## src/rtl/cc20_pkg.sv

```systemverilog
// Shared types and constants for the ChaCha20 keystream XOR block.
// No dependencies; used by every module under rtl/.
package cc20_pkg;

  // Item and result payloads.
  typedef struct packed {
    logic [7:0] data_byte;
    logic       last_byte;
  } in_t;

  typedef struct packed {
    logic [7:0] out_byte;
    logic       out_last;
  } out_t;

  // Classified item as it travels from front to back.
  typedef struct packed {
    logic [7:0]  data_byte;
    logic        last_byte;
    logic [5:0]  pos;        // byte position in the keystream block
    logic [31:0] counter;    // block counter, meaningful when pos is zero
  } q_entry_t;

  // Configuration register file.
  typedef struct packed {
    logic [63:0] key_words_a;
    logic [63:0] key_words_b;
    logic [63:0] key_words_c;
    logic [63:0] key_words_d;
    logic [63:0] nonce_low_words;
    logic [31:0] nonce_top_word;
    logic [31:0] initial_counter;
  } cfg_t;

  localparam int CFG_IDX_W = 3;

  typedef enum logic [CFG_IDX_W-1:0] {
    CFG_KEY_A     = 3'd0,
    CFG_KEY_B     = 3'd1,
    CFG_KEY_C     = 3'd2,
    CFG_KEY_D     = 3'd3,
    CFG_NONCE_LOW = 3'd4,
    CFG_NONCE_TOP = 3'd5,
    CFG_INIT_CTR  = 3'd6
  } cfg_idx_t;

  localparam logic [63:0] KEY_A_RST = 64'h0506070801020304;
  localparam logic [63:0] KEY_B_RST = 64'h0d0e0f10090a0b0c;
  localparam logic [63:0] KEY_C_RST = 64'h1516171811121314;
  localparam logic [63:0] KEY_D_RST = 64'h1d1e1f20191a1b1c;
  localparam logic [31:0] INIT_CTR_RST = 32'h00000001;

  localparam logic [31:0] SIGMA0 = 32'h61707865;
  localparam logic [31:0] SIGMA1 = 32'h3320646e;
  localparam logic [31:0] SIGMA2 = 32'h79622d32;
  localparam logic [31:0] SIGMA3 = 32'h6b206574;

  // Front-to-back queue.
  localparam int Q_DEPTH = 2;
  localparam int Q_PTR_W = 1;
  localparam int Q_CNT_W = 2;

endpackage

```

## src/rtl/cc20_fifo.sv

```systemverilog
// Two-entry queue between the byte classifier and the keystream engine.
// Depends on cc20_pkg for the entry type and depth.
module cc20_fifo
  import cc20_pkg::*;
(
  input  logic               clk,
  input  logic               rst_n,
  input  logic               push,
  input  q_entry_t           push_data,
  input  logic               pop,
  output q_entry_t           head,
  output logic               head_valid,
  output logic               full,
  output logic [Q_CNT_W-1:0] count
);

  q_entry_t           mem_r [Q_DEPTH];
  logic [Q_PTR_W-1:0] wr_ptr_r, rd_ptr_r;
  logic [Q_CNT_W-1:0] count_r;

  always_ff @(posedge clk) begin
    if (push) begin
      mem_r[wr_ptr_r] <= push_data;
    end
  end

  always_ff @(posedge clk) begin
    if (!rst_n) begin
      wr_ptr_r <= '0;
      rd_ptr_r <= '0;
      count_r  <= '0;
    end else begin
      if (push) wr_ptr_r <= wr_ptr_r + 1'b1;
      if (pop)  rd_ptr_r <= rd_ptr_r + 1'b1;
      if (push && !pop)      count_r <= count_r + 1'b1;
      else if (pop && !push) count_r <= count_r - 1'b1;
    end
  end

  assign head       = mem_r[rd_ptr_r];
  assign head_valid = (count_r != '0);
  assign full       = (count_r == Q_CNT_W'(Q_DEPTH));
  assign count      = count_r;

endmodule

```

## config.mk

```make
export PLATFORM = sky130hd
export DESIGN_NAME = cc20_fifo
export DESIGN_NICKNAME = d
export VERILOG_FILES = /design/src/rtl/cc20_pkg.sv /design/src/rtl/cc20_fifo.sv
export SDC_FILE = /design/constraint.sdc
export NUM_CORES = 1
export LEC_CHECK = 0
export ABC_AREA = 1
export BUFFER_PORTS_ARGS = -buffer_cell sky130_fd_sc_hd__clkbuf_2
export CAP_MARGIN = 20
export CORE_ASPECT_RATIO = 0.75
export CORE_MARGIN = 1.5
export CORE_UTILIZATION = 52
export DETAILED_ROUTE_END_ITERATION = 6
export GPL_TIMING_DRIVEN = 0
export PLACE_DENSITY = 0.82
export SLEW_MARGIN = 20
export SYNTH_ARGS = -nofsm -noshare
export SYNTH_HDL_FRONTEND = slang
export SYNTH_SLANG_ARGS = --single-unit
```

## constraint.sdc

```tcl
create_clock -name clk -period 3.43 [get_ports clk]
set_input_delay 0.1715 -clock clk [delete_from_list [all_inputs] [get_ports clk]]
set_output_delay 0.1715 -clock clk [all_outputs]
set_load 0.02 [all_outputs]
```

==> impl_metrics.yaml, run 1 <==
cts:
  clk_latency_ns: 0.36
  clock_path_buffers: 2
  cts_buffers: 9
  clk_pin_slew_ns: 0.10
  cts_sinks: 99
  cts-root-buf: "clkbuf_8"
  cts_tree: "yes"
  h-tree-depth: 3
grt:
  antenna_found_initial: 0
  grt_max_degree: 33
  grt_pass1_wl_um: 10300
  grtUsageTotal: 0.182
  grt_pass1_vias: 2197
  overflow: 0
synth:
  synth_seq_cells: 99
  ys_seq_area_frac: 0.781
  synth_flop_cell: "edfxtp_1"
  synth.most_common_cell: "edfxtp_1"
  netlist_instances: 181
  syn_nets: 233
  synth_cell_type_count: 14
  synth_top_area_frac: 0.754
  syn_avg_cell_area_um2: 20.7
  synth_area_leaders: "edfxtp_1 (75%), mux2_4 (12%), mux2_2 (5.1%)"
  synth_largest_area_cell: "edfxtp_1"
  syn_area_um2: 3740
  async_reset_ff_frac: 0
  synth_edf_count: 94
  ys_warn_count: 0
  synth_common_cells: "edfxtp_1 (94), mux2_4 (30), mux2_2 (17)"
timing:
  setup_viol: 0
  fin_crit_sh: 0.507
  relSlewSlack: 0.530
  finalHoldViolCount: 0
  rsz0062_at_grt: "no"
  whs_ns: 0.0188
  min_period_ns: 1.74
  drv_slew: 0
  max_freq_mhz: 575
  fin_skew_ns: 0.00836
  worst_slew_pin_slew_ns: 0.704
job:
  max_cap_violations: 0
finish:
  multi_input_area_um2: 747
  n_fill_cell: 453
  layout-drive-gt1-share: 0.496
  final-seq-area_um2: 2920
  fin_util: 0.731
  nNetsFinal: 391
  antennaDiodeCount: 0
  area_growth_pct: 34.7
die:
  initial_core_util: 0.543
  num_rows: 26
  core_area_um2: 6900
  dieWidth_um: 101
  die_h_um: 76.5
  die_area_um2: 7720
  io_pins: 102
detailed_routing:
  vias_per_cell: 4.74
  drc: 0
  num_vias: 2092
  ant_nets: 0
  routed_wl_um: 6690
  wl_per_cell_um: 15.2
  initialDrtViolationCount: 73
  firstDrtPassIters: 4
min_path:
  holdPathStages: 1
  min_from: "push_data[25]"
  whs_endpoint: "mem_r[0][25]"
  hold_class: "in -> reg"
worst_setup_path:
  worstPathArrival_ns: 1.57
  startpoint_type: "register"
  r2r-end: "mem_r[0][27]"
  cp_max_fo: 10
  r2r_cells: 2
  rrSetupSlack_ns: 1.91
  cp_data_required_time_ns: 3.26
  worst_setup_path_end_kind: "output port"
  r2r_start: "wr_ptr_r"
  crit_type: "reg -> out"
pwr:
  peakVddDrop_v: 0.000331
  powerDensity_nw_per_um2: 494
  p_leak_nw: 2.05
  total_power_mw: 2.49
placed_design:
  io_buffer_count: 101
  dpl.hpwl_um: 4070
  routabilityCongestion: 0.699
run_status:
  status: "completed"
-- cells by family (layout without fill, tap and decap cells) --
logic type / after synthesis / count (layout) / share of synthesized area
AOI/OAI and AO/OA: 2 / 2 / 0.00267
adders and majority gates: 1 / 1 / 0.00334
buffers and inverters: 13 / 175 / 0.0214
DFF: 99 / 99 / 0.781
muxes: 47 / 47 / 0.172
and+or+nand+nor: 19 / 19 / 0.0201
-- how the worst max path moves through the flow --
stage,cells after the start,slack [ns],start,endpoint
6_report,4,1.69,register,head[7]
5_1_grt,4,1.60,register,head[7]
4_1_cts,4,1.67,register,head[27]
3_5_place_dp,4,1.88,push,mem_r[0][16]
3_3_place_gp,3,-0.39,push,mem_r[0][16]
2_1_floorplan,1,0.68,wr_ptr_r,mem_r[0][0]
-- timing repair --
action / 4_1_cts / 5_1_grt
buffers inserted: 0 / 0
gates resized for setup: 0 / 0
hold buffers: 40 / 4
endpoints found under the hold margin: 79 / 7
-- metal layers --
| layer | track usage | vias to the layer above | routed length, um |
|---|---|---|---|
| li1 | - | 1001 | - |
| met1 | 0.213 | 991 | 2810 |
| met2 | 0.297 | 82 | 3320 |
| met3 | 0.0716 | 18 | 409 |
| met4 | 0.0819 | 0 | 148 |
| met5 | 0 | - | 0 |
-- stage by stage --
| step | TNS (ns) | area, um2 | std cells | worst slack, ns |
|---|---|---|---|---|
| after CTS | 0 | 5000 | 437 | 1.67 |
| after global routing | 0 | 5040 | 441 | 1.60 |
| after detailed placement | 0 | 4420 | 382 | 1.88 |
| after global placement | -18.39 | 4370 | 380 | -0.394 |
| final | 0 | 5040 | 441 | 1.69 |
| after floorplan | 0 | 3740 | 181 | 0.683 |
-- state kept, by name, indices dropped and copies added, names as in the netlist, named ones only --
signal    count
wr_ptr_r      1
mem_r        94
count         2
rd_ptr_r      1
-- critical path, stage by stage, from the launching register on --
cell      delay (ns)
dfxtp_1         0.36
buf_6           0.17
buf_6           0.19
mux2_4          0.33
clkbuf_2        0.16
-- report_power, final --
group / leakage, nW / internal, mW / switching [mW]
Clock: 0.0898 / 0.331 / 0.377
Sequential: 0.924 / 1.39 / 0.0185
Combinational: 1.04 / 0.175 / 0.195
-- layout by cell type (no fill, tap or decap), drive strengths merged --
master,instances
clkbuf,111
edfxtp,94
mux2,47
dlygate4sd3,44
nand2,9
inv,8
nor2,8
buf,7
dfxtp,5
clkinv,3
o21ai,1
a21oi,1
nand3,1
nand4,1
ha,1
clkinvlp,1
bufinv,1
-- cell type report --
type,count,share of cell area
Clock inverter,5,0.0109
Buffer,5,0.00993
Timing Repair Buffer,147,0.196
Sequential cell,99,0.580
Clock buffer,10,0.0253
Inverter,8,0.00596
Tap cell,98,0.0243
Multi-Input combinational cell,69,0.148
No activity file was read; power rests on OpenSTA's default activity.
==> run 2: changes to the inputs <==
--- a/config.mk
+++ b/config.mk
@@ -10,10 +10,10 @@
 export CAP_MARGIN = 20
 export CORE_ASPECT_RATIO = 0.75
 export CORE_MARGIN = 1.5
-export CORE_UTILIZATION = 52
+export CORE_UTILIZATION = 47
 export DETAILED_ROUTE_END_ITERATION = 6
 export GPL_TIMING_DRIVEN = 0
-export PLACE_DENSITY = 0.82
+export PLACE_DENSITY = 0.79
 export SLEW_MARGIN = 20
 export SYNTH_ARGS = -nofsm -noshare
 export SYNTH_HDL_FRONTEND = slang
==> constraint.sdc (replaced) <==
create_clock -name clk -period 1.4 [get_ports clk]
set_input_delay 0.07 -clock clk [delete_from_list [all_inputs] [get_ports clk]]
set_output_delay 0.07 -clock clk [all_outputs]
set_load 0.02 [all_outputs]
==> impl_metrics.yaml, run 2 (synthesis gave the netlist of run 1 again) <==
run_status:
  status: "finished with violations"
  violations: "negative setup slack"
grt:
  grt_pass1_wl_um: 10700
  grtUsageTotal: 0.177
  grt_pass1_vias: 2309
  overflow: 0
  antenna_found_initial: 0
  grt_max_degree: 22
finish:
  layout_common_cells: "edfxtp_1 (94), clkbuf_2 (64), dlygate4sd3_1 (50), mux2_4 (37), buf_6 (32)"
  layout-drive-gt1-share: 0.506
  fin_util: 0.745
  antennaDiodeCount: 0
  largest_register_ffs: 94
  area_growth_pct: 50.0
  multi_input_area_um2: 781
  top_register: "mem_r"
  final_common_cell: "edfxtp_1"
  final-seq-area_um2: 2930
  n_fill_cell: 448
  final_area_um2: 5610
  stdcell_count: 461
  nNetsFinal: 407
die:
  die_area_um2: 8510
  core_area_um2: 7530
  die_h_um: 80.3
  dieWidth_um: 106
  io_pins: 102
  initial_core_util: 0.497
  num_rows: 27
worst_setup_path:
  cp_data_required_time_ns: 1.33
  path_delay_family: "buffers and inverters"
  crit_buf_inv: 3
  cp_max_fo: 8
  crit_type: "reg -> out"
  startpoint_type: "register"
  rrSetupSlack_ns: 0.08
  slowest_stage: "dfxtp_4"
  cp_cell_sequence: "buf_12, clkbuf_16, mux2_4, buf_6"
  cp_slowest_stage_delay_ns: 0.37
  worst_setup_path_end_kind: "output port"
  r2r-end: "wr_ptr_r"
  r2r_cells: 4
  worstPathArrival_ns: 1.48
  r2r_start: "wr_ptr_r"
timing:
  rsz0062_at_grt: "yes"
  drv_slew: 0
  worst_slew_pin_slew_ns: 0.323
  whs_ns: 0.179
  setup_tns_ns: -4.68
  min_period_ns: 1.55
  finalHoldViolCount: 0
  setup_viol: 44
  max_freq_mhz: 645
  relSlewSlack: 0.784
  fin_skew_ns: 0.00941
  postLayoutSetupSlackWorst_ns: -0.150
  fin_crit_sh: 1.11
min_path:
  holdPathStages: 3
  whs_endpoint: "count[0]"
  hold_class: "in -> reg"
  min_from: "push"
cts:
  h-tree-depth: 3
  clock_path_buffers: 2
  cts_tree: "yes"
  clk_latency_ns: 0.35
  cts-root-buf: "clkbuf_8"
  cts_buffers: 9
  clk_pin_slew_ns: 0.08
  cts_sinks: 99
placed_design:
  routabilityCongestion: 0.719
  dp.cells: 385
  placed_cell_area_um2: 4440
  dpl.hpwl_um: 4310
  io_buffer_count: 101
  dp_slack_ns: -0.488
detailed_routing:
  routed_wl_um: 7880
  vias_per_cell: 4.84
  initialDrtViolationCount: 66
  num_vias: 2232
  firstDrtPassIters: 4
  wl_per_cell_um: 17.1
  ant_nets: 0
  drc: 0
job:
  max_cap_violations: 0
pwr:
  p_leak_nw: 2.27
  total_power_mw: 6.54
  powerDensity_nw_per_um2: 1160
  peakVddDrop_v: 0.000717
-- run 2: cell count changes in the layout (fill, tap and decap cells not counted), sizes merged --
cell / delta
dlygate4sd3: +6
clkinvlp: +3
clkinv: -1
buf: +38
clkbuf: -30
bufinv: +1
-- run 2: final cells by class --
cell class,instances,share of cell area
timing repair inverter,3,0.00401
inverter,8,0.00602
sequential,99,0.522
multi-input combinational,69,0.139
clock buffer,11,0.0234
tap,101,0.0225
timing repair buffer,160,0.254
buffer,5,0.0156
clock inverter,5,0.0136
-- run 2: repair_timing --
action / 4_1_cts / 5_1_grt
hold buffers: 50 / 0
setup endpoints to repair: 99 / 48
pin swaps: 1 / 0
resized for setup: 33 / 100
endpoints found under the hold margin: 98 / 0
setup buffers: 4 / 0
cloned: 4 / 3
-- run 2: worst max-delay path by stage --
stage / startpoint / end / slack (ns) / cells after the start
after floorplan: wr_ptr_r / mem_r[1][0] / -0.06 / 2
after global placement: wr_ptr_r / mem_r[1][18] / -0.46 / 2
after detailed placement: wr_ptr_r / mem_r[1][23] / -0.49 / 2
after CTS: register / head[22] / -0.18 / 4
after global routing: register / head[32] / -0.20 / 4
final: register / head[23] / -0.15 / 4
-- run 2: where the power goes --
group	switching, mW	total (mW)	internal, mW
Sequential	0.0514	3.47	3.42
Combinational	0.544	1.19	0.647
Clock	0.875	1.88	1.00
Total	1.47	6.54	5.07
-- run 2: worst register-to-register path, delay by kind of cell, from the launching register on --
kind	cells	cell delay [ns]
buffers and inverters	1	0.57
DFF	1	0.36
and+or+nand+nor	3	0.34
-- run 2: metal layers --
layer  routed length, um  GRT usage  share of wire  vias up
li1                    -          -              -     1037
met1                3050      0.182           0.39     1105
met2                4350      0.337           0.55       82
met3                 417     0.0560          0.053        8
met4                  70     0.0676         0.0089        0
met5                   0          0              0        -
==> run 3: changes to the inputs <==
--- a/config.mk
+++ b/config.mk
@@ -13,7 +13,7 @@
 export CORE_UTILIZATION = 47
 export DETAILED_ROUTE_END_ITERATION = 6
 export GPL_TIMING_DRIVEN = 0
-export PLACE_DENSITY = 0.79
+export PLACE_DENSITY = 0.76
 export SLEW_MARGIN = 20
 export SYNTH_ARGS = -nofsm -noshare
 export SYNTH_HDL_FRONTEND = slang
==> impl_metrics.yaml, run 3 (synthesis gave the netlist of run 1 again) <==
cts:
  clk_latency_ns: 0.35
  cts-root-buf: "clkbuf_8"
  cts_buffers: 9
  cts_sinks: 99
  h-tree-depth: 3
  cts_tree: "yes"
  clock_path_buffers: 2
  clk_pin_slew_ns: 0.09
die:
  die_h_um: 80.3
  num_rows: 27
  io_pins: 102
  die_area_um2: 8510
  initial_core_util: 0.497
  core_area_um2: 7530
  dieWidth_um: 106
timing:
  setup_viol: 47
  min_period_ns: 1.55
  rsz0062_at_grt: "yes"
  max_freq_mhz: 643
  relSlewSlack: 0.710
  worst_slew_pin_slew_ns: 0.434
  fin_skew_ns: 0.00474
  drv_slew: 0
  fin_crit_sh: 1.11
  finalHoldViolCount: 0
  postLayoutSetupSlackWorst_ns: -0.155
detailed_routing:
  wl_met3_um: 428
  met2_length_um: 4250
  drt-met1-wl_um: 3160
  drc: 0
  num_vias: 2221
  wl_per_cell_um: 17.1
  vias_per_cell: 4.81
  initialDrtViolationCount: 59
  ant_nets: 0
  firstDrtPassIters: 4
  routed_wl_um: 7920
  top_layer_used: "met4"
finish:
  layout_common_cells: "edfxtp_1 (94), clkbuf_2 (54), dlygate4sd3_1 (50), mux2_4 (47), buf_6 (42)"
  final_common_cell: "edfxtp_1"
  largest_register_ffs: 94
  area_growth_pct: 53.8
  antennaDiodeCount: 0
  layout-drive-gt1-share: 0.512
  top_register: "mem_r"
  nNetsFinal: 408
worst_setup_path:
  worstPathArrival_ns: 1.48
  r2r-end: "wr_ptr_r"
  crit_type: "reg -> out"
  cp_max_fo: 8
  rrSetupSlack_ns: 0.09
  r2r_cells: 4
  r2r_start: "wr_ptr_r"
  worst_setup_path_end_kind: "output port"
  startpoint_type: "register"
  cp_data_required_time_ns: 1.33
min_path:
  whs_endpoint: "count[0]"
  holdPathStages: 3
  hold_class: "in -> reg"
  min_from: "push"
pwr:
  p_int_mw: 4.97
  peakVddDrop_v: 0.000752
  powerDensity_nw_per_um2: 1130
  switchingPower_mw: 1.54
  seq_power_share: 0.533
  total_power_mw: 6.51
  p_leak_nw: 2.33
  netSwitchingFraction: 0.236
  clock_power_share: 0.272
  combPwrFrac: 0.195
run_status:
  violations: "negative setup slack"
  status: "finished with violations"
grt:
  grtUsageTotal: 0.174
  antenna_found_initial: 0
  grt_pass1_wl_um: 10800
  overflow: 0
  grt_pass1_vias: 2213
  grt_max_degree: 21
job:
  max_cap_violations: 0
placed_design:
  io_buffer_count: 101
  dpl.hpwl_um: 3940
  routabilityCongestion: 0.729
  dp_slack_ns: -0.504
run 3: cell count changes in the layout (fill, tap and decap cells not counted), sizes merged:
cell / previous run / this run
buf: 45 / 59
clkbuf: 81 / 68
clkinvlp: 4 / 6
bufinv: 2 / 1
clkinv: 2 / 1
run 3: metrics by stage:
stage	std cells	util	setup TNS (ns)	cell area, um2	hold WS [ns]
2_1_floorplan	181	-	-4.18	3760	0.169
3_3_place_gp	383	0.583	-39.99	4390	0.259
5_1_grt	462	0.764	-8.24	5750	0.218
3_5_place_dp	385	0.590	-23.58	4440	0.263
6_report	462	0.764	-5.21	5750	0.161
4_1_cts	459	0.711	-6.95	5350	0.111
run 3: per-layer routing:
layer	global-route usage	vias to the layer above
met5	0	-
met4	0.0649	0
met3	0.0503	10
met2	0.305	83
met1	0.205	1083
li1	-	1045
run 3: final cells by class:
class                   instances  area (um2)
repair inverters                3        22.5
flip-flops and latches         99        2930
fillers                       443        1780
well taps                     101         126
inverters                       8        33.8
multi-input cells              69         818
clock inverters                 5        62.6
plain buffers                   5        95.1
clock buffers                  11         131
repair buffers                161        1540
run 3: repair_timing:
item,4_1_cts,5_1_grt
buffers inserted,3,0
endpoints found under the hold margin,99,0
gates cloned,5,3
hold buffers,50,0
resized for setup,38,146
endpoints found under the setup margin,94,60
run 3: worst max-delay path by stage:
stage                               to  cells after the start  slack, ns
after detailed placement  mem_r[1][27]                      2      -0.50
after global placement     mem_r[1][0]                      2      -0.46
after floorplan            mem_r[1][0]                      2      -0.06
final                         head[26]                      4      -0.15
after CTS                     head[45]                      4      -0.17
after global routing          head[26]                      4      -0.22
run 3: power by group through the flow:
stage          logic, mW  clock network [mW]  registers, mW
6_report            1.27                1.77           3.47
5_1_grt             1.35                1.93           3.48
4_1_cts             1.04                1.81           3.46
3_5_place_dp       0.822                   0           3.53
3_3_place_gp       0.780                   0           3.52
2_1_floorplan      0.517                   0           3.53
run 3: worst max-delay path, cell delays in order (launching register included):
cell and delay, ns:
dfxtp_4 0.37, buf_12 0.16, clkbuf_16 0.17, mux2_4 0.31, buf_6 0.13
