`config.mk`:
```
export PLATFORM = sky130hd
export DESIGN_NAME = cc20_front
export DESIGN_NICKNAME = d
export VERILOG_FILES = /design/src/rtl/cc20_pkg.sv /design/src/rtl/cc20_front.sv
export SDC_FILE = /design/constraint.sdc
export NUM_CORES = 1
export LEC_CHECK = 0
export ABC_AREA = 1
export BUFFER_PORTS_ARGS = -buffer_cell sky130_fd_sc_hd__buf_2
export CAP_MARGIN = 0
export CORE_MARGIN = 2
export CORE_UTILIZATION = 51
export DETAILED_ROUTE_END_ITERATION = 8
export GPL_TIMING_DRIVEN = 0
export PLACE_DENSITY_LB_ADDON = 0.1
export RECOVER_POWER = 50
export SYNTH_ARGS = -nofsm -noshare
export SYNTH_HDL_FRONTEND = slang
export SYNTH_SLANG_ARGS = --single-unit
```
`constraint.sdc`:
```
create_clock -name clk -period 3 [get_ports clk]
set_clock_uncertainty 0.15 [all_clocks]
set_input_delay 0.75 -clock clk [delete_from_list [all_inputs] [get_ports clk]]
set_output_delay 0.75 -clock clk [all_outputs]
set_load 0.005 [all_outputs]
```
`src/rtl/cc20_pkg.sv`:
```
// Shared types and constants for the ChaCha20 keystream XOR block.
// No dependencies; used by every module under rtl/.
package cc20_pkg;

  // Item and result payloads.
  typedef struct packed {
    logic [7:0] data_byte;
    logic       last_byte;
  } in_t;

  typedef struct packed {
    logic [7:0] out_byte;
    logic       out_last;
  } out_t;

  // Classified item as it travels from front to back.
  typedef struct packed {
    logic [7:0]  data_byte;
    logic        last_byte;
    logic [5:0]  pos;        // byte position in the keystream block
    logic [31:0] counter;    // block counter, meaningful when pos is zero
  } q_entry_t;

  // Configuration register file.
  typedef struct packed {
    logic [63:0] key_words_a;
    logic [63:0] key_words_b;
    logic [63:0] key_words_c;
    logic [63:0] key_words_d;
    logic [63:0] nonce_low_words;
    logic [31:0] nonce_top_word;
    logic [31:0] initial_counter;
  } cfg_t;

  localparam int CFG_IDX_W = 3;

  typedef enum logic [CFG_IDX_W-1:0] {
    CFG_KEY_A     = 3'd0,
    CFG_KEY_B     = 3'd1,
    CFG_KEY_C     = 3'd2,
    CFG_KEY_D     = 3'd3,
    CFG_NONCE_LOW = 3'd4,
    CFG_NONCE_TOP = 3'd5,
    CFG_INIT_CTR  = 3'd6
  } cfg_idx_t;

  localparam logic [63:0] KEY_A_RST = 64'h0506070801020304;
  localparam logic [63:0] KEY_B_RST = 64'h0d0e0f10090a0b0c;
  localparam logic [63:0] KEY_C_RST = 64'h1516171811121314;
  localparam logic [63:0] KEY_D_RST = 64'h1d1e1f20191a1b1c;
  localparam logic [31:0] INIT_CTR_RST = 32'h00000001;

  localparam logic [31:0] SIGMA0 = 32'h61707865;
  localparam logic [31:0] SIGMA1 = 32'h3320646e;
  localparam logic [31:0] SIGMA2 = 32'h79622d32;
  localparam logic [31:0] SIGMA3 = 32'h6b206574;

  // Front-to-back queue.
  localparam int Q_DEPTH = 2;
  localparam int Q_PTR_W = 1;
  localparam int Q_CNT_W = 2;

endpackage

```
`src/rtl/cc20_front.sv`:
```
// Byte classifier: tracks message state, byte position and block counter.
// Depends on cc20_pkg; feeds cc20_fifo.
module cc20_front
  import cc20_pkg::*;
(
  input  logic        clk,
  input  logic        rst_n,
  input  logic        in_valid,
  output logic        in_ready,
  input  in_t         in_data,
  input  logic [31:0] initial_counter,
  input  logic        q_full,
  output logic        push,
  output q_entry_t    push_data
);

  logic        message_open_r, message_open_nxt;
  logic [5:0]  byte_pos_r, byte_pos_nxt;
  logic [31:0] block_ctr_r, block_ctr_nxt;
  logic [5:0]  pos;
  logic [31:0] ctr_base;

  assign in_ready = !q_full;
  assign push     = in_valid && !q_full;

  always_comb begin
    // a closed message restarts position and counter
    pos      = message_open_r ? byte_pos_r : 6'd0;
    ctr_base = message_open_r ? block_ctr_r : initial_counter;

    push_data.data_byte = in_data.data_byte;
    push_data.last_byte = in_data.last_byte;
    push_data.pos       = pos;
    push_data.counter   = ctr_base;

    block_ctr_nxt = (pos == 6'd0) ? ctr_base + 32'd1 : ctr_base;
    if (in_data.last_byte) begin
      message_open_nxt = 1'b0;
      byte_pos_nxt     = 6'd0;
    end else begin
      message_open_nxt = 1'b1;
      byte_pos_nxt     = pos + 6'd1;
    end
  end

  always_ff @(posedge clk) begin
    if (!rst_n) begin
      message_open_r <= 1'b0;
      byte_pos_r     <= 6'd0;
      block_ctr_r    <= 32'd1;
    end else if (push) begin
      message_open_r <= message_open_nxt;
      byte_pos_r     <= byte_pos_nxt;
      block_ctr_r    <= block_ctr_nxt;
    end
  end

endmodule

```
==> results of run 1 <==
[registers in the layout, summed over array words and instances, names as in the netlist]
signal	flops
block_ctr_r	32
byte_pos_r	6
message_open_r	1
[metrics by stage]
stage	power (mW)	util, %	setup TNS [ns]	cells	setup slack (ns)
detailed placement	0.917	61.7	-0.151	657	-0.151
floorplan	0.798	-	0	497	0.517
global route	1.50	62.5	0	664	0.0615
global placement	0.911	61.7	-0.110	657	-0.110
finish	1.43	62.5	0	664	0.193
CTS	1.45	63.9	0	664	0.183
[logic make-up (layout without fill, tap and decap cells)]
logic type | Yosys count | after routing | synth area share [%]
flip-flops | 39 | 39 | 24.9
buffers and inverters | 93 | 185 | 14.3
XOR/XNOR | 12 | 12 | 3.36
AO/OA/AOI/OAI | 90 | 90 | 16.3
adder cells (fa/ha/maj) | 3 | 3 | 1.20
AND/OR/NAND/NOR | 260 | 260 | 40.0
[final timing paths]
check	startpoint	end	slack, ns
hold / removal	block_ctr_r[6]	block_ctr_r[6]	0.32
hold reg to reg	block_ctr_r[6]	block_ctr_r[6]	0.32
setup / recovery	q_full	push	0.19
setup reg to reg	message_open_r	block_ctr_r[15]	0.32
[cell type report]
class | instances | area share, %
plain buffers | 26 | 4.90
inverters | 66 | 6.69
clock inverters | 2 | 1.62
multi-input cells | 365 | 50.1
flip-flops and latches | 39 | 21.1
clock buffers | 6 | 1.96
repair buffers | 85 | 11.2
well taps | 75 | 2.53
[metal layers]
metal / GRT usage, % / vias to the layer above / share of wire [%]
li1: - / 1762 / -
met1: 35.1 / 1493 / 44
met2: 44.4 / 124 / 47
met3: 5.11 / 11 / 7.0
met4: 6.17 / 0 / 1.2
met5: 0 / - / 0
[power by group]
group	switching, mW	leakage, nW	total, mW	internal (mW)
registers	0.0131	0.321	0.560	0.547
clock network	0.199	0.0654	0.532	0.333
logic	0.210	1.41	0.337	0.127
[critical path, cell delays in order]
cell and delay [ns]:
buf_2 0.09, inv_1 0.05, nand2_1 0.18, inv_1 0.37, clkbuf_2 0.31, buf_2 0.16
[Yosys cell counts]
cell / count / share of area (%)
o21ai_0: 38 / 6.1
and2_1: 1 / 0.20
nor2_1: 36 / 4.3
xnor2_1: 1 / 0.28
nor2_4: 4 / 1.4
ha_1: 3 / 1.2
a22oi_1: 1 / 0.24
o21bai_1: 1 / 0.24
o21ai_1: 3 / 0.48
inv_2: 3 / 0.36
nor3_2: 3 / 0.96
buf_4: 10 / 2.4
or2_2: 2 / 0.40
o211ai_1: 5 / 1.2
buf_2: 2 / 0.32
nand2_2: 20 / 4.0
nor2_2: 9 / 1.8
dfxtp_1: 39 / 25
xor2_1: 11 / 3.1
buf_6: 4 / 1.4
buf_12: 1 / 0.64
clkbuf_1: 9 / 1.1
nand3_1: 33 / 5.3
o221ai_1: 1 / 0.28
nand2_1: 128 / 15
inv_1: 62 / 7.4
a21oi_2: 1 / 0.28
nand3b_1: 2 / 0.48
nor3_1: 2 / 0.32
nand3_2: 3 / 0.96
nand2_4: 7 / 2.5
clkinv_1: 1 / 0.12
buf_8: 1 / 0.48
nand4_1: 10 / 2.0
a21oi_1: 35 / 5.6
o21ai_4: 2 / 1.0
o21ai_2: 3 / 0.84
[repair_timing]
action                                  4_1_cts  5_1_grt
resized for setup                             1        0
setup buffers                                 0        0
endpoints found under the setup margin        1        0
==> results.md, run 1 <==
* Final min period at 2.81 ns
* GPL Wtd Cong at 0.936
* Worst-Skew Late Latency at 0.30 ns
* Number of synthesized register bits at 39
* Yosys cell types at 37
* DP Area at 3650 sq um
* Multi-input logic area at 1850 sq um
* Post-DRT Antenna Nets at 0
* IO Count at 94
* Global Route Usage Sum at 26.5%
* Synthesized area at 3130 sq um
* Row count at 28
* Worst VDD drop at 0.190 mV
* Fmax at 356 MHz
* Crit-path max FO at 12
* Leakage Power at 1.80 nW
* Sequential Area at 781 sq um
* Die outline width at 82.4 um
* Status: completed
* Initial antenna violation count at 0
* Final Cell Area at 3700 sq um
* Post-Route WL at 8790 um
* Post-DP HPWL at 6830 um
* WS Path Type: in -> out
* Worst R2R Path Depth at 13
* Starting Density at 52.9%
* Critical Path AT at 1.91 ns
* Largest net degree at the start of global routing at 13
* Antenna Cells at 0
* Layout cells sized above 1 at 23.9%
* Hold slack at 0.321 ns
* Hold Crit Class: reg -> reg
* Die H at 82.4 um
* Final Cycle Share at 93.6%
* Syn_area_per_cell at 6.30 sq um
* Clock buffer depth at 2
* Worst rel slew slack at 58.1%
* CP startpoint kind: primary input
* Cts hold-fix bufs at 0
* Syn_nets at 545
* Gr ovfl total at 0
* Root Buffer: clkbuf_8
* Drt pass-1 iters at 5
* I/O Buffers at 85
* CTS tree: done
* Vias post-DR at 3390
* Routed WL per cell at 13.2 um
* YS warnings at 0
* Most common cell after layout, fill and taps aside: nand2_1
* Setup crit end kind: output port
* Die area at 6780 sq um
* # Max-Cap Violations at 0
* CTS Buf Count at 5
* Clock sink count at 39
* Post-synthesis sequential area ratio at 24.9%
* # H-tree levels at 2
* Final setup viols at 0
* Number of fillers in the final layout at 620
* Power per Cell Area at 386 nW/um^2
* Max-slew violations at 0
* Hold Vio Cnt, Final at 0
* Worst-Margin Slew at 0.628 ns
* Hold depth at 2
* Via density per instance at 5.11
* P&R area growth vs syn at 18.2%
* RSZ-0062 raised after global routing: false
* Initial DRC Count at 208
* DR DRC count at 0
* Vias in the first global route at 2918
* Final #Nets at 636
* Most frequent cells in the layout: 139 x nand2_1, 77 x buf_2, 63 x inv_1
* Core Region at 5920 sq um
* Synth Instances at 497
* Clock transition at path regs at 0.08 ns
* First-pass GRT wire length at 13700 um
* Required @ worst endpoint at 2.10 ns
(Power assumes the default switching activity.)
==> inputs of run 2 (changes only) <==
--- a/config.mk
+++ b/config.mk
@@ -8,6 +8,7 @@
 export ABC_AREA = 1
 export BUFFER_PORTS_ARGS = -buffer_cell sky130_fd_sc_hd__buf_2
 export CAP_MARGIN = 0
+export CORE_ASPECT_RATIO = 2
 export CORE_MARGIN = 2
 export CORE_UTILIZATION = 51
 export DETAILED_ROUTE_END_ITERATION = 8
==> run 2 against run 1 <==
Flip-flop and latch count unchanged. Largest cell class unchanged. Critical path depth unchanged. Sequential power about the same. Hold slack worse by 0.0082 ns. Die area up 0.56%. Highest routed layer unchanged. Maximum frequency down 2.0%. Register-to-register slack better by 0.06 ns. Non-clock buffer count unchanged. Utilization down 0.49 points. Clock-buffer cell count up 1. Power up 0.20%.
==> results.md, run 2 (synthesized netlist as in run 1, its figures left out) <==
* Largest net degree at the start of global routing at 13 (unchanged)
* Worst-Skew Late Latency at 0.29 ns (about the same)
* Max FFs per register at 32 (unchanged)
* Crit-path max FO at 12 (unchanged)
* Starting Density at 52.6% (-0.31 points)
* Worst VDD drop at 0.384 mV (+100%)
* RSZ-0062 raised after global routing: false
* Max-slew violations at 0 (unchanged)
* CP startpoint kind: primary input
* WS Path Type: in -> out
* RR Startpoint: message_open_r
* Final Cycle Share at 95.5% (+2.0 points)
* Power per Cell Area at 388 nW/um^2 (+0.40%)
* CTS Buf Count at 5 (unchanged)
* Vias in the first global route at 3452 (+18%)
* Gr ovfl total at 0 (unchanged)
* Post-DP HPWL at 7850 um (+15%)
* Post-Route WL at 9850 um (+12%)
* Final setup viols at 0 (unchanged)
* Antenna Cells at 0 (unchanged)
* Clock sink count at 39 (unchanged)
* Global Route Usage Sum at 30.3% (+3.8 points)
* Layout cells sized above 1 at 25.0% (+1.0 points)
* Row count at 40 (+43%)
* Most flops, register: block_ctr_r
* Initial DRC Count at 168 (-19%)
* Clock buffer depth at 2 (unchanged)
* CTS tree: done
* # H-tree levels at 2 (unchanged)
* Post-DRT Antenna Nets at 0 (unchanged)
* Die H at 115 um (+39%)
* Initial antenna violation count at 0 (unchanged)
* Core Region at 5960 sq um (+0.59%)
* Vias post-DR at 3487 (+2.9%)
* Largest regs: block_ctr_r (32), byte_pos_r (6), message_open_r (1)
* Setup crit end kind: output port
* Post-route setup TNS at 0 ns (unchanged)
* Die outline width at 59.4 um (-28%)
* P&R area growth vs syn at 18.0%
* Routed WL per cell at 15.1 um (+14%)
* Worst rel slew slack at 62.8% (+4.7 points)
* Final min period at 2.87 ns (+0.0587 ns)
* Hold_sp: byte_pos_r[4]
* First-pass GRT wire length at 15500 um (+13%)
* Root Buffer: clkbuf_16
* DR DRC count at 0 (unchanged)
* Drt pass-1 iters at 4 (-1)
* Most frequent cells in the layout: 138 x nand2_1, 83 x buf_2, 63 x inv_1
* Via density per instance at 5.35 (+4.8%)
* Crit path launch: q_full
* Critical Path AT at 1.97 ns (+0.06 ns)
* I/O Buffers at 85 (unchanged)
* Fmax at 349 MHz (-2.0%)
* Hold slack at 0.313 ns (-0.00819 ns)
* Worst-Margin Slew at 0.551 ns (-0.0768 ns)
* Clock transition at path regs at 0.06 ns (-0.02 ns)
* # Max-Cap Violations at 0 (unchanged)
* Die area at 6820 sq um (+0.56%)
* Final Power at 1.43 mW (+0.20%)
* GPL Wtd Cong at 0.929 (-0.68%)
* Required @ worst endpoint at 2.10 ns (about the same)
* Final #Nets at 636 (unchanged)
* Leakage Power at 1.82 nW (+1.1%)
* IO Count at 94 (unchanged)
* Hold Vio Cnt, Final at 0 (unchanged)
* Most common cell after layout, fill and taps aside: nand2_1
* Hold Crit Class: reg -> reg
* Status: completed
## run 2: cell types whose count changed in the layout (fill, tap and decap cells not counted), moves of 2 or more
cell and change:
buf_2 +6, buf_4 -3, bufinv_16 -2, clkbuf_1 -7, clkbuf_16 +5, clkbuf_4 +3, clkbuf_8 -5, nand2_2 +2
o21ai_0 +2
## run 2: what timing repair did
item                                    CTS  global route
gates resized for setup                   1             0
setup buffers                             0             0
endpoints found under the setup margin    1             0
hold buffers                              0             0
## run 2: cell type report
type	instances	area [sq um]
fillers	641	2260
multi-input cells	365	1840
flip-flops and latches	39	781
repair buffers	85	420
inverters	66	248
plain buffers	26	189
clock buffers	7	133
well taps	63	78.8
clock inverters	1	5.00
## run 2: power by group
group	switching, mW	leakage [nW]	total, mW	internal, mW
Combinational	0.215	1.43	0.343	0.127
Sequential	0.0138	0.321	0.562	0.548
Clock	0.219	0.0679	0.527	0.308
## run 2: worst max-delay path: stages
cell and delay (ns):
buf_2 0.10, inv_1 0.05, nand2_1 0.19, inv_1 0.38, clkbuf_2 0.33, buf_2 0.16
## run 2: path summary, 6_finish.rpt
| check | endpoint | slack (ns) | cells after the start |
|---|---|---|---|
| worst max register to register | block_ctr_r[18] | 0.38 | 15 |
| worst min register to register | byte_pos_r[4] | 0.31 | 2 |
| worst min-delay path | byte_pos_r[4] | 0.31 | 2 |
| worst max-delay path | push | 0.13 | 6 |
## run 2: metrics by stage
step           worst slack, ns  std cells  utilization, %  cell area (sq um)
2_1_floorplan            0.517        497               -               3130
3_3_place_gp            -0.276        645            61.1               3640
3_5_place_dp            -0.207        645            61.1               3640
4_1_cts                  0.115        652            63.3               3770
5_1_grt                 0.0330        652            62.0               3690
6_report                 0.134        652            62.0               3690
## run 2: routing by layer
layer | GRT usage, % | vias to the layer above | part of all wire [%]
met1 | 28.8 | 1574 | 35
li1 | - | 1761 | -
met5 | 0 | - | 0
met4 | 20.0 | 0 | 5.8
met3 | 4.05 | 37 | 3.6
met2 | 56.7 | 115 | 55
==> inputs of run 3 (changes only) <==
--- a/config.mk
+++ b/config.mk
@@ -13,8 +13,9 @@
 export CORE_UTILIZATION = 51
 export DETAILED_ROUTE_END_ITERATION = 8
 export GPL_TIMING_DRIVEN = 0
-export PLACE_DENSITY_LB_ADDON = 0.1
+export PLACE_DENSITY = 0.85
 export RECOVER_POWER = 50
+export SETUP_SLACK_MARGIN = 0.15
 export SYNTH_ARGS = -nofsm -noshare
 export SYNTH_HDL_FRONTEND = slang
 export SYNTH_SLANG_ARGS = --single-unit
==> run 3 against run 2 <==
Flip-flop and latch count did not move. First-iteration DRC count fell by 1.2%. Via count increased by 2.2%. Global-route usage grew 1.0 points. Cell area increased by 0.51%. Utilization increased by 0.32 points. Critical path type unchanged.
==> results.md, run 3 (synthesized netlist as in run 1, its figures left out) <==
* Setup crit end kind: output port
* Number of fillers in the final layout at 639 (-0.31%)
* Worst VDD drop at 0.360 mV (-6.3%)
* Hold Crit Class: reg -> reg
* RR Startpoint: message_open_r
* Final Cycle Share at 91.8% (-3.7 points)
* Int Power at 0.985 mW (+0.19%)
* Cts hold-fix bufs at 0 (unchanged)
* NetSw at 0.446 mW (-0.56%)
* Post-route setup TNS at 0 ns (unchanged)
* Die outline width at 59.4 um (unchanged)
* Worst rel slew slack at 48.6% (-14 points)
* CTS tree: done
* Most frequent cells in the layout: 139 x nand2_1, 83 x buf_2, 63 x inv_1
* Largest regs: block_ctr_r (32), byte_pos_r (6), message_open_r (1)
* Routed WL per cell at 15.6 um (+3.0%)
* DR DRC count at 0 (unchanged)
* Fmax at 363 MHz (+4.0%)
* Critical Path AT at 1.85 ns (-0.12 ns)
* Leakage Power at 1.82 nW (+0.12%)
* Most flops, register: block_ctr_r
* Largest net degree at the start of global routing at 12 (-1)
* Antenna Cells at 0 (unchanged)
* Most common cell after layout, fill and taps aside: nand2_1
* Layout cells sized above 1 at 25.1% (+0.13 points)
* Required @ worst endpoint at 2.10 ns (about the same)
* CP peak stage delay at 0.26 ns (-0.12 ns)
* Via density per instance at 5.46 (+2.1%)
* Sequential Area at 781 sq um (unchanged)
* Root Buffer: clkbuf_16
* IO Count at 94 (unchanged)
* CP startpoint kind: primary input
* # Post-CTS Setup Buffers at 0 (unchanged)
* Crit-path max FO at 10 (-2)
* Die area at 6820 sq um (unchanged)
* Post-Route WL at 10200 um (+3.1%)
* Sw Ratio at 31.2% (-0.16 points)
* Gr ovfl total at 0 (unchanged)
* Dpl cells at 645 (unchanged)
* Post-DP HPWL at 8190 um (+4.2%)
* Multi-input logic area at 1850 sq um (+0.68%)
* Clock share of power at 36.3% (-0.5 points)
* Most used cell, CP: buf_2
* Die H at 115 um (unchanged)
* Worst reg-to-reg setup slack at 0.38 ns (about the same)
* Starting Density at 52.6% (unchanged)
* Final min period at 2.75 ns (-0.111 ns)
* Core Region at 5960 sq um (unchanged)
* Final setup viols at 0 (unchanged)
* I/O Buffers at 85 (unchanged)
* Vias in the first global route at 3502 (+1.4%)
* Initial antenna violation count at 0 (unchanged)
* P&R area growth vs syn at 18.6%
* Initial DRC Count at 166 (-1.2%)
* Status: completed
* # H-tree levels at 2 (unchanged)
* Worst path cell trace: buf_2, inv_1, nand2_1, inv_1, buf_2, clkbuf_4, buf_2
* Flop pwr share at 39.3% (about the same)
* Vias post-DR at 3565 (+2.2%)
* GPL Wtd Cong at 0.991 (+6.7%)
* Clock buffer depth at 2 (unchanged)
* Row count at 40 (unchanged)
* First-pass GRT wire length at 16000 um (+2.9%)
* Clock sink count at 39 (unchanged)
* Crit path launch: q_full
* Hold Vio Cnt, Final at 0 (unchanged)
* Final #Nets at 637 (+0.16%)
* Max-slew violations at 0 (unchanged)
* Power per Cell Area at 385 nW/um^2 (-0.55%)
* Post-DRT Antenna Nets at 0 (unchanged)
* Worst-Skew Late Latency at 0.29 ns (about the same)
* CTS Buf Count at 5 (unchanged)
* Combinational fraction of design power at 24.4% (+0.4 points)
* RSZ-0062 raised after global routing: false
* Max FFs per register at 32 (unchanged)
* Worst-Margin Slew at 0.764 ns (+0.212 ns)
* Hold_sp: block_ctr_r[8]
* Drt pass-1 iters at 4 (unchanged)
* Non-Filler Instances at 653 (+0.15%)
* Global Route Usage Sum at 31.3% (+1.0 points)
* Clock transition at path regs at 0.05 ns (about the same)
* Slowest CP cell: clkbuf_4
* # Max-Cap Violations at 0 (unchanged)
* WS Path Type: in -> out
==> run 3: cell count changes in the layout (fill, tap and decap cells not counted) <==
cell / previous run / this run
clkbuf_1: 13 / 15
o21ai_0: 41 / 39
buf_1: 1 / 0
clkbuf_2: 1 / 0
clkbuf_4: 6 / 7
nand2_1: 138 / 139
nand2_2: 13 / 12
o21ai_2: 1 / 2
o21ai_4: 1 / 2
==> run 3: final cells by class <==
type                       instances  share of cell area, %
multi-input combinational        365                   49.9
sequential                        39                   21.0
timing repair buffer              85                   11.3
inverter                          66                   6.67
buffer                            27                   5.29
clock buffer                       7                   3.57
tap                               63                   2.12
clock inverter                     1                  0.135
==> run 3: worst max-delay path, delay by kind of cell <==
family                 cells  cell delay, ns
buffers and inverters      6            0.93
and+or+nand+nor            1            0.17
==> run 3: stage by stage <==
| stage | util, % | power [mW] | instance area (sq um) | hold slack (ns) | setup slack [ns] |
|---|---|---|---|---|---|
| after floorplan | - | 0.798 | 3130 | 0.295 | 0.517 |
| after global placement | 61.1 | 0.922 | 3640 | 0.303 | -0.281 |
| after detailed placement | 61.1 | 0.928 | 3640 | 0.307 | -0.192 |
| after CTS | 63.4 | 1.45 | 3780 | 0.316 | 0.159 |
| after global routing | 62.4 | 1.50 | 3710 | 0.339 | 0.132 |
| final | 62.4 | 1.43 | 3710 | 0.314 | 0.245 |
==> run 3: worst paths after layout <==
path,to,depth (start not counted)
worst max-delay path,push,7
worst min-delay path,block_ctr_r[8],2
worst max register to register,block_ctr_r[15],12
worst min register to register,block_ctr_r[8],2
==> run 3: routing by layer <==
layer  part of all wire, %  GRT usage, %
met1                    33          27.7
met2                    55          58.3
met3                   4.4          5.29
met4                   7.7          24.4
met5                     0             0
==> run 3: power groups by stage <==
| stage | clock network [mW] | logic, mW | registers, mW |
|---|---|---|---|
| finish | 0.519 | 0.350 | 0.562 |
| global route | 0.549 | 0.391 | 0.564 |
| CTS | 0.532 | 0.357 | 0.562 |
| detailed placement | 0 | 0.355 | 0.573 |
| global placement | 0 | 0.350 | 0.571 |
| floorplan | 0 | 0.229 | 0.569 |
==> run 3: what timing repair did <==
item                       4_1_cts  5_1_grt
hold endpoints to repair         0        0
setup endpoints to repair        1        1
pin swaps                        0        0
gates resized for setup          2        3
